`src/hdl/lc3ie_pkg.sv`:
```
`timescale 1ns / 1ps
`default_nettype none

package lc3ie_pkg;

	localparam logic [15:0] START_PC_RESET = 16'h3000;

	localparam logic [2:0] CC_N = 3'd4;
	localparam logic [2:0] CC_Z = 3'd2;
	localparam logic [2:0] CC_P = 3'd1;

	localparam int QUEUE_DEPTH = 2;
	localparam int QPTR_BITS   = $clog2(QUEUE_DEPTH);
	localparam int QCNT_BITS   = $clog2(QUEUE_DEPTH + 1);

	// LC-3 opcodes, instruction bits 15..12
	typedef enum logic [3:0] {
		OPC_BR   = 4'h0,
		OPC_ADD  = 4'h1,
		OPC_LD   = 4'h2,
		OPC_ST   = 4'h3,
		OPC_JSR  = 4'h4,
		OPC_AND  = 4'h5,
		OPC_LDR  = 4'h6,
		OPC_STR  = 4'h7,
		OPC_RTI  = 4'h8,
		OPC_NOT  = 4'h9,
		OPC_LDI  = 4'hA,
		OPC_STI  = 4'hB,
		OPC_JMP  = 4'hC,
		OPC_RSVD = 4'hD,
		OPC_LEA  = 4'hE,
		OPC_TRAP = 4'hF
	} opcode_t;

	// Work class of one queued item, assigned by the front end
	typedef enum logic [3:0] {
		K_LOAD,
		K_ADD,
		K_AND,
		K_NOT,
		K_BR,
		K_JMP,
		K_JSR,
		K_JSRR,
		K_LD,
		K_LDI,
		K_LDR,
		K_LEA,
		K_ST,
		K_STI,
		K_STR,
		K_ILL
	} kind_t;

	typedef struct packed {
		kind_t       kind;
		logic [2:0]  dr;
		logic [2:0]  sra;
		logic [2:0]  srb;
		logic        use_imm;
		logic [15:0] imm;
		logic [15:0] addr;
	} item_t;

	typedef struct packed {
		logic [15:0] pc_after;
		logic [2:0]  cond_code;
		logic        reg_written;
		logic [2:0]  reg_index;
		logic [15:0] reg_value;
		logic        mem_written;
		logic [15:0] mem_addr;
		logic [15:0] mem_data;
		logic        illegal;
	} result_t;

	function automatic logic [2:0] cc_of(input logic [15:0] v);
		logic [2:0] cc;
		if (v == 16'd0) begin
			cc = CC_Z;
		end else if (v[15]) begin
			cc = CC_N;
		end else begin
			cc = CC_P;
		end
		return cc;
	endfunction

endpackage

`default_nettype wire

```
`src/hdl/lc3ie_front.sv`:
```
`timescale 1ns / 1ps
`default_nettype none

module lc3ie_front (
	input  wire logic          clk,
	input  wire logic          arst_n,
	input  wire logic          in_valid,
	output logic               in_stall,
	input  wire logic          op,
	input  wire logic [15:0]   instr,
	input  wire logic [15:0]   load_addr,
	input  wire logic [15:0]   load_data,
	output logic               head_valid,
	output lc3ie_pkg::item_t   head_item,
	input  wire logic          pop
);
	import lc3ie_pkg::*;

	item_t                 dec;
	item_t                 queue_q [QUEUE_DEPTH];
	logic [QPTR_BITS-1:0]  wr_ptr_q;
	logic [QPTR_BITS-1:0]  rd_ptr_q;
	logic [QCNT_BITS-1:0]  count_q;
	logic                  push;
	logic [15:0]           sext5;
	logic [15:0]           sext6;
	logic [15:0]           sext9;
	logic [15:0]           sext11;

	assign sext5  = {{11{instr[4]}}, instr[4:0]};
	assign sext6  = {{10{instr[5]}}, instr[5:0]};
	assign sext9  = {{7{instr[8]}}, instr[8:0]};
	assign sext11 = {{5{instr[10]}}, instr[10:0]};

	always_comb begin
		dec.kind    = K_ILL;
		dec.dr      = instr[11:9];
		dec.sra     = instr[8:6];
		dec.srb     = instr[2:0];
		dec.use_imm = 1'b0;
		dec.imm     = sext9;
		dec.addr    = load_addr;
		if (op) begin
			dec.kind = K_LOAD;
			dec.imm  = load_data;
		end else begin
			case (opcode_t'(instr[15:12]))
				OPC_BR: begin
					dec.kind = K_BR;
				end
				OPC_ADD: begin
					dec.kind    = K_ADD;
					dec.use_imm = instr[5];
					dec.imm     = sext5;
				end
				OPC_AND: begin
					dec.kind    = K_AND;
					dec.use_imm = instr[5];
					dec.imm     = sext5;
				end
				OPC_NOT: begin
					dec.kind = K_NOT;
				end
				OPC_LD: begin
					dec.kind = K_LD;
				end
				OPC_LDI: begin
					dec.kind = K_LDI;
				end
				OPC_LDR: begin
					dec.kind = K_LDR;
					dec.imm  = sext6;
				end
				OPC_LEA: begin
					dec.kind = K_LEA;
				end
				OPC_ST: begin
					dec.kind = K_ST;
					dec.srb  = instr[11:9];
				end
				OPC_STI: begin
					dec.kind = K_STI;
					dec.srb  = instr[11:9];
				end
				OPC_STR: begin
					dec.kind = K_STR;
					dec.srb  = instr[11:9];
					dec.imm  = sext6;
				end
				OPC_JMP: begin
					dec.kind = K_JMP;
				end
				OPC_JSR: begin
					dec.kind = instr[11] ? K_JSR : K_JSRR;
					dec.imm  = sext11;
				end
				default: begin
					dec.kind = K_ILL;
				end
			endcase
		end
	end

	assign in_stall   = (count_q == QCNT_BITS'(QUEUE_DEPTH));
	assign push       = in_valid && !in_stall;
	assign head_valid = (count_q != '0);
	assign head_item  = queue_q[rd_ptr_q];

	always_ff @(posedge clk) begin
		if (push) begin
			queue_q[wr_ptr_q] <= dec;
		end
	end

	always_ff @(posedge clk or negedge arst_n) begin
		if (!arst_n) begin
			wr_ptr_q <= '0;
			rd_ptr_q <= '0;
			count_q  <= '0;
		end else begin
			if (push) begin
				wr_ptr_q <= wr_ptr_q + 1'b1;
			end
			if (pop) begin
				rd_ptr_q <= rd_ptr_q + 1'b1;
			end
			if (push && !pop) begin
				count_q <= count_q + 1'b1;
			end else if (pop && !push) begin
				count_q <= count_q - 1'b1;
			end
		end
	end

endmodule

`default_nettype wire

```
`config.mk`:
```
export PLATFORM = sky130hd
export DESIGN_NAME = lc3ie_front
export DESIGN_NICKNAME = d
export VERILOG_FILES = /design/src/hdl/lc3ie_pkg.sv /design/src/hdl/lc3ie_front.sv
export SDC_FILE = /design/constraint.sdc
export NUM_CORES = 1
export LEC_CHECK = 0
export BUFFER_PORTS_ARGS = -buffer_cell sky130_fd_sc_hd__buf_2
export CAP_MARGIN = 20
export CORE_AREA = 2 2 95 88
export DETAILED_ROUTE_END_ITERATION = 8
export DIE_AREA = 0 0 97 90
export PLACE_DENSITY = 0.78
export SLEW_MARGIN = 20
export SYNTH_ARGS = -nofsm -noshare
export SYNTH_HDL_FRONTEND = slang
export SYNTH_SLANG_ARGS = --single-unit
```
`constraint.sdc`:
```
create_clock -name clk -period 4.2 [get_ports clk]
set_clock_uncertainty 0.05 [all_clocks]
set_input_delay 0.84 -clock clk [delete_from_list [all_inputs] [get_ports clk]]
set_output_delay 0.84 -clock clk [all_outputs]
set_load 0.05 [all_outputs]
```
* Word level (Yosys, flattened, before mapping)
Memory sizes are Yosys's and may differ from the RTL's. Index checks and enable logic that the tools add are counted.
Word-level totals: register bits 4, output and inout bits 48, logic and storage cells 45, RAM bits 92, memories kept 1, input port bits 53
Memory list:
- queue_q | depth 2, width 46, rd ports 1, clocked after memory_dff 0, write ports 1, RTL line lc3ie_front.sv:20 | item_t queue_q [QUEUE_DEPTH];
Cells by class: reduce and logical (&&, ||, !) cells 12, mux-type cells 12, add/subtract/negate cells 4, equality and inequality tests 13
Operator list (count):
- one-hot mux 4 bit (13 select lines) | 1
- one-hot mux 16 bit (3 select lines) | 1
- == test 4 bit, second input constant | 5
- == test 4 x 3 -> 1 bit, second input constant | 4
- 2-to-1 mux 16 bit | 1
- == test 4 x 2 -> 1 bit, second input constant | 2
- 2-to-1 mux 4 bit | 2
- == test 4 x 1 -> 1 bit, second input constant | 1
- logical NOT 4 bit | 1
- 2-to-1 mux 1 bit | 4
- 2-to-1 mux 2 bit | 2
- nonzero test 2 bit | 2
- OR reduction 2 bit | 2
- logical AND 1 bit | 3
- logical NOT 1 bit | 3
- 2-to-1 mux 3 bit | 1
- OR reduction 3 bit | 1
- adder 1 bit, second input constant | 2
- adder 2 x 1 -> 2 bit, second input constant | 1
- == test 2 bit, second input constant | 1
- subtractor 2 x 1 -> 2 bit, second input constant | 1

* Depth between registers and ports, before layout
Gate-level depths: netlist (run 1).
word-level depth 7, depth in mapped cells 7, gate-level depth less buffers 7

* Worst setup path after synthesis (run 1)
No wires, ideal clock.
kind input to register, start in in_valid, end mem queue_q[0][0] (netlist bit), enable pin, buffers on the path 0, cell stages on the path 2, data required time 3700 ps, slack 839 ps, library setup time 450 ps, arrival 2861 ps, cells stage by stage nand2_1 -> nor2_1
On the way: longest elaborated chain between the ends 3
RTL lines:
- start: declaration | RTL line lc3ie_front.sv:7 | input wire logic in_valid,
- logical AND 1 bit | RTL line lc3ie_front.sv:105 | assign push = in_valid && !in_stall;
- 2-to-1 mux 1 bit | RTL line lc3ie_front.sv:110 | if (push) begin
- 2-to-1 mux 1 bit (not written as such) | RTL line lc3ie_front.sv:111 | queue_q[wr_ptr_q] <= dec;
- end: declaration | RTL line lc3ie_front.sv:20
No other way between the ends.

==> impl_metrics.ini, run 1 <==
[timing]
relSlewSlack_pct = 56.2
timing.hold.ws_ps = 229
setup_viol = 0
min_period_over_period_pct = 65.1
worst_pin_slew_ps = 657
rsz0062_at_grt = false
hold_viol_final = 0
fmax_mhz = 366
tns_ps = 0
finalWorstSetupSlack_ps = 1470
slew_viol_final = 0
post-route-min-period_ps = 2730

[cts]
cts-root-buf = clkbuf_8
post_cts_buffers = 0
path_clk_slew_ps = 80
clock_latency_ps = 340
h-tree-depth = 3
cts_resized = 0
clockBufferDepth = 2
numCtsBuffers = 9
postCtsHoldBufs = 0
cts_tree = done
numClockSinks = 96

[worst_setup_path]
path_cells = buf_12, mux2_2, buf_2
worst-path-max-fanout = 32
critPathKind = reg -> out
slowest_stage = dfrtp_2
cp_slowest_stage_delay_ps = 630
cp-end-kind = output port
cp_data_arrival_time_ps = 1840
critPathLaunchType = flip-flop
worstPathRequired_ps = 3310

[die]
ios = 101
num_rows = 31
die_w_um = 97
coreArea_um2 = 7800
die_area_um2 = 8730
start_util_pct = 51.2
die_h_um = 90

[routing]
drt_iter0_markers = 73
firstDrtPassIters = 4
drc = 0
wl_per_cell_um = 16.0
wirelength_mm = 7.09
vias_per_cell = 5.17
num_vias = 2287
ant_nets = 0

[global_route]
antenna_found_initial = 0
grt_pass1_wl_mm = 11.3
gr-total-overflow = 0
gr-usage-all-layers_pct = 16.7
grt_pass1_vias = 2296
grt_max_degree = 48

[pwr]
ir_drop_uv = 356
seqPwrFrac_pct = 40.3
power_frac_comb_pct = 44.4
power_leakage_nw = 1.79
switchingPower_w = 0.00152
p_per_area_nw_per_um2 = 732
cellInternalPower_w = 0.00198
clkPwrFrac_pct = 15.3
switching_share_pct = 43.4

[synthesis]
ys_ff_latch = 96
syn-num-nets = 291
synth_cell_type_count = 30
syn_area_um2 = 4000
synth_seq_area_share_pct = 71.7
avgSynthCellArea_um2 = 16.9
yosys_warnings = 0
syn_inst = 237

[final_layout]
fin_nets = 392
layout-drive-gt1-share_pct = 51.6
finish.utilization_pct = 61.2
design_area_um2 = 4770
synthToLayoutAreaGrowth_pct = 19.4
antenna-diode-count = 0

[placement]
place.gp.congestion = 0.736
post-place-ws_ps = 1550
port_buffers = 100
post_dp_cell_area_um2 = 4580
hpwl_mm = 4.52

[job]
maxCapViolCount = 0

[worst_hold_path]
holdCritPathClass = in -> async

[status]
status = finished, final reports clean
-- worst paths after layout --
check                           startpoint             end  slack, ps  depth (start not counted)
worst max-delay path              rd_ptr_q   head_item[32]       1470                          3
worst min-delay path                arst_n      count_q[1]        230                          1
worst max register to register  count_q[0]  queue_q[0][12]       2220                          4
worst min register to register  count_q[1]      count_q[1]        450                          1
max in group asynchronous           arst_n        rd_ptr_q       3740                          1
min in group clk                count_q[1]      count_q[1]        450                          1
-- worst max-delay path, delay by kind of cell (launching register included) --
kind / cells / cell delay, ps
buf+inv: 2 / 490
mux: 1 / 370
flops: 1 / 630
-- final cells by class --
type / instances / area, um^2
Tap cell: 99 / 124
Clock inverter: 6 / 43.8
Inverter: 6 / 22.5
Multi-Input combinational cell: 123 / 1060
Clock buffer: 10 / 128
Fill cell: 613 / 3020
Sequential cell: 96 / 2860
Timing Repair Buffer: 102 / 528
-- per-stage QoR --
| step | instances | total power, W |
|---|---|---|
| 2_1_floorplan | 237 | 0.00266 |
| 5_1_grt | 442 | 0.00365 |
| 3_3_place_gp | 425 | 0.00297 |
| 6_report | 442 | 0.00350 |
| 3_5_place_dp | 425 | 0.00298 |
| 4_1_cts | 441 | 0.00351 |
-- Yosys cell counts (all sizes together) --
cell type	n	area share (%)
and2	1	0.16
a211oi	3	0.81
mux2	54	15
nand2b	2	0.31
xor2	3	0.66
clkbuf	2	0.19
a21o	1	0.19
xnor2	3	0.66
mux2i	1	0.25
or3b	1	0.22
nor2	4	0.38
inv	6	0.56
nand2	4	0.38
nor4b	2	0.44
edfxtp	92	69
or2	1	0.16
and3	1	0.16
a21oi	16	2.0
nor3b	3	0.56
a32oi	1	0.22
dfrtp	4	2.5
nor3	2	0.25
o21ai	6	0.75
buf	10	1.3
and4bb	1	0.31
ha	1	0.31
nor2b	12	1.9
-- per-layer routing --
metal	up-vias	global-route usage, %	part of all wire, %
li1	1100	-	-
met1	1096	22.1	46
met2	82	26.5	46
met3	9	4.35	6.2
met4	0	7.04	1.5
met5	-	0	0
-- state kept, by name (all words and copies together), names as in the netlist --
name	count
count_q	2
queue_q	92
rd_ptr_q	1
wr_ptr_q	1
-- cells by family (layout without fill, tap and decap cells) --
logic type	after synthesis	after routing	share of synthesized area [%]
AOI/OAI and AO/OA	27	27	3.98
xor gates and xnor gates	6	6	1.32
adders and majority gates	1	1	0.313
buffers and inverters	18	124	2.07
DFF	96	96	71.7
muxes	55	55	15.5
and+or+nand+nor	34	34	5.20
-- placed cells by master (no fill, tap or decap), drive strengths merged, types with 2 or more instances in the layout --
cell type,n
nand2,4
clkbuf,10
a211oi,3
edfxtp,92
nor3b,3
inv,8
buf,102
nor4b,2
clkinv,4
o21ai,6
xor2,3
dfrtp,4
nor2,4
nand2b,2
xnor2,3
nor2b,12
a21oi,16
nor3,2
mux2,54
-- power by group through the flow --
stage | clock network, W | registers (W) | logic, W
after detailed placement | 0 | 0.00149 | 0.00149
after global placement | 0 | 0.00148 | 0.00149
after global routing | 0.000584 | 0.00143 | 0.00163
after CTS | 0.000548 | 0.00147 | 0.00150
after floorplan | 0 | 0.00139 | 0.00127
final | 0.000535 | 0.00141 | 0.00155
Power figures use the tool's default switching activity.
==> inputs of run 2 (changes only) <==
--- a/config.mk
+++ b/config.mk
@@ -5,6 +5,7 @@
 export SDC_FILE = /design/constraint.sdc
 export NUM_CORES = 1
 export LEC_CHECK = 0
+export ABC_AREA = 1
 export BUFFER_PORTS_ARGS = -buffer_cell sky130_fd_sc_hd__buf_2
 export CAP_MARGIN = 20
 export CORE_AREA = 2 2 95 88
==> constraint.sdc (replaced) <==
create_clock -name clk -period 2.7 [get_ports clk]
set_clock_uncertainty 0.05 [all_clocks]
set_input_delay 0.54 -clock clk [delete_from_list [all_inputs] [get_ports clk]]
set_output_delay 0.54 -clock clk [all_outputs]
set_load 0.05 [all_outputs]
==> run 2 against run 1 <==
Against the previous run:
- final area rose by 0.47%
- critical path depth did not move
- total power rose by 56%
- core utilization rose by 0.29 points
- largest power group unchanged
- wire length rose by 7.3%
- synthesized area barely moved
- non-clock buffer count rose by 3
- first-iteration DRC count rose by 73%
- global-route usage rose by 1.5 points
- register-to-register slack got worse by 1500 ps
- die area did not move
- count of clock-buffer cells in the layout fell by 1
- highest routed layer unchanged
==> impl_metrics.ini, run 2 <==
[pwr]
power_leakage_nw = 1.93
ir_drop_uv = 439
p_per_area_nw_per_um2 = 1140

[final_layout]
antenna-diode-count = 0
layout-drive-gt1-share_pct = 47.5
reg_top3 = queue_q x92, count_q x2
largest_reg_flops = 92
multi_input_comb_area_um2 = 1000
synthToLayoutAreaGrowth_pct = 20.1
fin_nets = 432
top_register = queue_q
fillers = 606
mostFrequentLayoutCells = buf_2 (100), edfxtp_1 (92), mux2_2 (46)
layout_commonest_cell = buf_2
layout.area.seq_um2 = 2860

[synthesis]
synth_commonest_cells = edfxtp_1 (92), mux2_2 (46), nand2_1 (41)
synth_top_family_by_area = multiplexers
synth-edff-count = 92
synth_cell_type_count = 23
synth_fa_ha_area_share_pct = 0.313
synthTopCellsByArea = edfxtp_1 (69%), mux2_2 (13%), nand2_1 (3.9%)
async_flop_share_pct = 4.17
syn_inst = 271
synth-xor-area-share_pct = 0.658
yosysMostFrequentCell = edfxtp_1
syn-num-nets = 325
synth_top_area_share_pct = 69.2
ys_ff_latch = 96
synth-compound-area-share_pct = 2.13
syn_area_um2 = 3990
yosysTopAreaCell = edfxtp_1
synth_top_flop_cell = edfxtp_1
yosys_warnings = 0
synth-simple-area-share_pct = 8.59
avgSynthCellArea_um2 = 14.7
synth_seq_area_share_pct = 71.7
muxShareOfSynthArea_pct = 13.0

[status]
status = finished, final reports clean

[routing]
num_vias = 2482
firstDrtPassIters = 4
wl_per_cell_um = 15.8
drt_iter0_markers = 126
vias_per_cell = 5.15
drc = 0
ant_nets = 0
wirelength_mm = 7.62

[cts]
post_cts_buffers = 0
clock_latency_ps = 350
path_clk_slew_ps = 100
postCtsHoldBufs = 1
cts-root-buf = clkbuf_8
numCtsBuffers = 9
numClockSinks = 96
cts_tree = done
clockBufferDepth = 2
cts_resized = 0
h-tree-depth = 3

[timing]
fmax_mhz = 442
post-route-min-period_ps = 2260
min_period_over_period_pct = 83.8
setup_viol = 0
worst_pin_slew_ps = 692
hold_viol_final = 0
slew_viol_final = 0
tns_ps = 0
rsz0062_at_grt = false
finalWorstSetupSlack_ps = 438
relSlewSlack_pct = 53.4

[placement]
post-place-ws_ps = 661
hpwl_mm = 5.12
place.gp.congestion = 0.927
port_buffers = 100

[worst_hold_path]
holdCritPathClass = in -> reg

[worst_setup_path]
worstPathRequired_ps = 2110
critPathKind = reg -> out
cp_data_arrival_time_ps = 1670
critPathLaunchType = flip-flop
cp-end-kind = output port
worst-path-max-fanout = 29

[global_route]
antenna_found_initial = 0
grt_max_degree = 48
grt_pass1_vias = 2497
gr-total-overflow = 0
grt_pass1_wl_mm = 12.5
gr-usage-all-layers_pct = 18.2

[die]
die_h_um = 90
die_area_um2 = 8730
coreArea_um2 = 7800
ios = 101
num_rows = 31
start_util_pct = 51.2
die_w_um = 97

[job]
maxCapViolCount = 0
==> run 2: kinds of logic (layout without fill, tap and decap cells) <==
| logic type | after synthesis | after routing |
|---|---|---|
| AO/OA/AOI/OAI | 17 | 17 |
| XOR/XNOR | 3 | 3 |
| adder cells (fa/ha/maj) | 1 | 1 |
| buffers and inverters | 28 | 140 |
| flip-flops | 96 | 96 |
| multiplexers | 46 | 46 |
| AND/OR/NAND/NOR | 80 | 80 |
==> run 2: worst paths after layout <==
kind	startpoint	end	slack (ps)	cells past startpoint
min reg2reg	count_q[0]	count_q[0]	490	1
max in group asynchronous	arst_n	rd_ptr_q	2000	2
min	load_addr[12]	queue_q[0][12]	320	1
max	rd_ptr_q	head_item[11]	440	3
min in group asynchronous	arst_n	count_q[0]	470	2
max reg2reg	count_q[0]	count_q[1]	680	6
==> run 2: cell type report <==
class | instances | share of cell area [%]
multi-input combinational | 147 | 20.9
timing repair buffer | 105 | 11.8
clock buffer | 9 | 2.58
tap | 99 | 2.58
inverter | 19 | 1.49
sequential | 96 | 59.7
clock inverter | 7 | 0.966
==> run 2: routing by layer <==
metal	wire length, um	vias up	global-route usage [%]
met2	3670	104	28.8
met4	106	0	6.81
met5	0	-	0
li1	-	1182	-
met1	3360	1184	25.0
met3	474	12	3.89
==> run 2: worst max-delay path: stages, from the launching register on <==
cell and delay, ps:
dfrtp_2 360, buf_4 340, mux2_2 390, buf_2 210
==> run 2: report_power, final <==
group | internal [W] | total, W | switching, W
sequential | 0.00204 | 0.00213 | 0.0000825
combinational | 0.000686 | 0.00251 | 0.00182
clock | 0.000333 | 0.000824 | 0.000491
total | 0.00306 | 0.00546 | 0.00239
==> run 2: per-stage QoR <==
step | hold slack, ps | instance area, um^2 | cells | utilization [%] | total power (W)
final | 316 | 4790 | 482 | 61.5 | 0.00546
after global routing | 304 | 4790 | 482 | 61.5 | 0.00571
after CTS | 301 | 4790 | 482 | 61.5 | 0.00552
after detailed placement | 303 | 4610 | 465 | 59.2 | 0.00469
after global placement | 300 | 4610 | 465 | 59.2 | 0.00465
after floorplan | 194 | 4000 | 271 | - | 0.00415
==> inputs of run 3 (changes only) <==
==> constraint.sdc (replaced) <==
create_clock -name clk -period 2.2 [get_ports clk]
set_clock_uncertainty 0.05 [all_clocks]
set_input_delay 0.44 -clock clk [delete_from_list [all_inputs] [get_ports clk]]
set_output_delay 0.44 -clock clk [all_outputs]
set_load 0.05 [all_outputs]
==> run 3 against run 2 <==
Against the previous run:
- die area stayed put
- global-route usage decreased by 0.53 points
- worst hold slack worse by 87 ps
- clock power rose by 21%
- largest cell class unchanged
- highest routed layer unchanged
==> impl_metrics.ini, run 3 (same netlist as run 2, synthesis figures left out) <==
[final_layout]
mostFrequentLayoutCells = buf_2 (100), edfxtp_1 (92), mux2_2 (46)
finish.utilization_pct = 61.6
antenna-diode-count = 0
layout-drive-gt1-share_pct = 47.9
layout_commonest_cell = buf_2
top_register = queue_q
fin_nets = 435
fin_cells = 485
fillers = 631
synthToLayoutAreaGrowth_pct = 20.4
multi_input_comb_area_um2 = 1000
layout.area.seq_um2 = 2860
largest_reg_flops = 92
reg_top3 = queue_q x92, count_q x2

[routing]
drt_iter0_markers = 127
wl_per_cell_um = 15.5
num_vias = 2435
vias_per_cell = 5.02
ant_nets = 0
wirelength_mm = 7.53
firstDrtPassIters = 4
drc = 0

[global_route]
grt_pass1_vias = 2467
grt_max_degree = 33
gr-usage-all-layers_pct = 17.7
gr-total-overflow = 0
grt_pass1_wl_mm = 12.0
antenna_found_initial = 0

[placement]
place.gp.congestion = 0.966
dp_cells = 468
hpwl_mm = 5.27
port_buffers = 100

[pwr]
power_leakage_nw = 1.96
ir_drop_uv = 541
p_per_area_nw_per_um2 = 1400

[die]
die_area_um2 = 8730
die_h_um = 90
ios = 101
start_util_pct = 51.2
coreArea_um2 = 7800
num_rows = 31
die_w_um = 97

[cts]
clockBufferDepth = 2
h-tree-depth = 3
path_clk_slew_ps = 90
numClockSinks = 96
cts_tree = done
cts-root-buf = clkbuf_8
numCtsBuffers = 9
clock_latency_ps = 350

[timing]
post-route-min-period_ps = 2050
slew_viol_final = 0
relSlewSlack_pct = 67.8
timing.hold.ws_ps = 229
worst_pin_slew_ps = 481
setup_viol = 0
hold_viol_final = 0
rsz0062_at_grt = false
fmax_mhz = 488
min_period_over_period_pct = 93.1

[worst_setup_path]
path_cells = buf_4, mux2_2, buf_2
reg2reg_slack_ps = 340
slowest_stage = dfrtp_2
worst-path-max-fanout = 15
worstPathRequired_ps = 1710
critPathLaunchType = flip-flop
cp_slowest_stage_delay_ps = 400
crit-reg2reg-capture = count_q[1]
cp-end-kind = output port
cp_data_arrival_time_ps = 1560
critical_path_buf_inv_count = 2
r2r_cells = 6
r2r_start = count_q[0]
critPathKind = reg -> out
path_delay_family = buffers and inverters

[status]
status = finished, final reports clean

[worst_hold_path]
holdCritPathClass = in -> reg
min_delay_path_depth = 1
min_to = queue_q[0][10]
hold_start = load_addr[10]

[job]
maxCapViolCount = 0
[run 3: report_power, final]
part	leakage (nW)	internal [W]	switching, W	total, W
Clock	0.0931	0.000411	0.000591	0.00100
Combinational	0.963	0.000851	0.00224	0.00309
Sequential	0.902	0.00251	0.000106	0.00261
Total	1.96	0.00377	0.00294	0.00671
[run 3: cell type report]
| type | count | share of cell area, % |
|---|---|---|
| flip-flops and latches | 96 | 59.6 |
| well taps | 99 | 2.58 |
| inverters | 19 | 1.48 |
| multi-input cells | 147 | 20.8 |
| clock buffers | 9 | 2.58 |
| repair buffers | 108 | 12.0 |
| clock inverters | 7 | 0.964 |
[run 3: stage by stage]
step                      setup slack [ps]  setup TNS [ps]  total power [W]  area (um^2)
after floorplan                       -109           -9160          0.00510         4000
after global placement                 253               0          0.00573         4620
after detailed placement               110               0          0.00578         4620
after CTS                             92.3               0          0.00678         4800
after global routing                  68.6               0          0.00703         4800
final                                  152               0          0.00671         4800
[run 3: how the worst max path moves through the flow]
stage	from	endpoint	slack [ps]	depth (start not counted)
global placement	count_q[0]	count_q[1]	250	6
floorplan	count_q[1]	queue_q[1][0]	-110	3
detailed placement	count_q[0]	count_q[1]	110	6
finish	rd_ptr_q	head_item[1]	150	3
global route	rd_ptr_q	head_item[2]	70	3
CTS	count_q[0]	count_q[1]	90	6
[run 3: what timing repair did]
item                                   in CTS  in global routing
setup endpoints to repair                   0                  1
endpoints found under the hold margin       4                  0
hold buffers                                1                  0
setup buffers                               0                  0
gates resized for setup                     0                  1
[run 3: metal layers]
metal / GRT usage (%) / routed length (um) / up-vias
li1: - / - / 1186
met1: 22.6 / 3210 / 1158
met2: 29.2 / 3760 / 84
met3: 4.43 / 475 / 7
met4: 6.92 / 80 / 0
met5: 0 / 0 / -
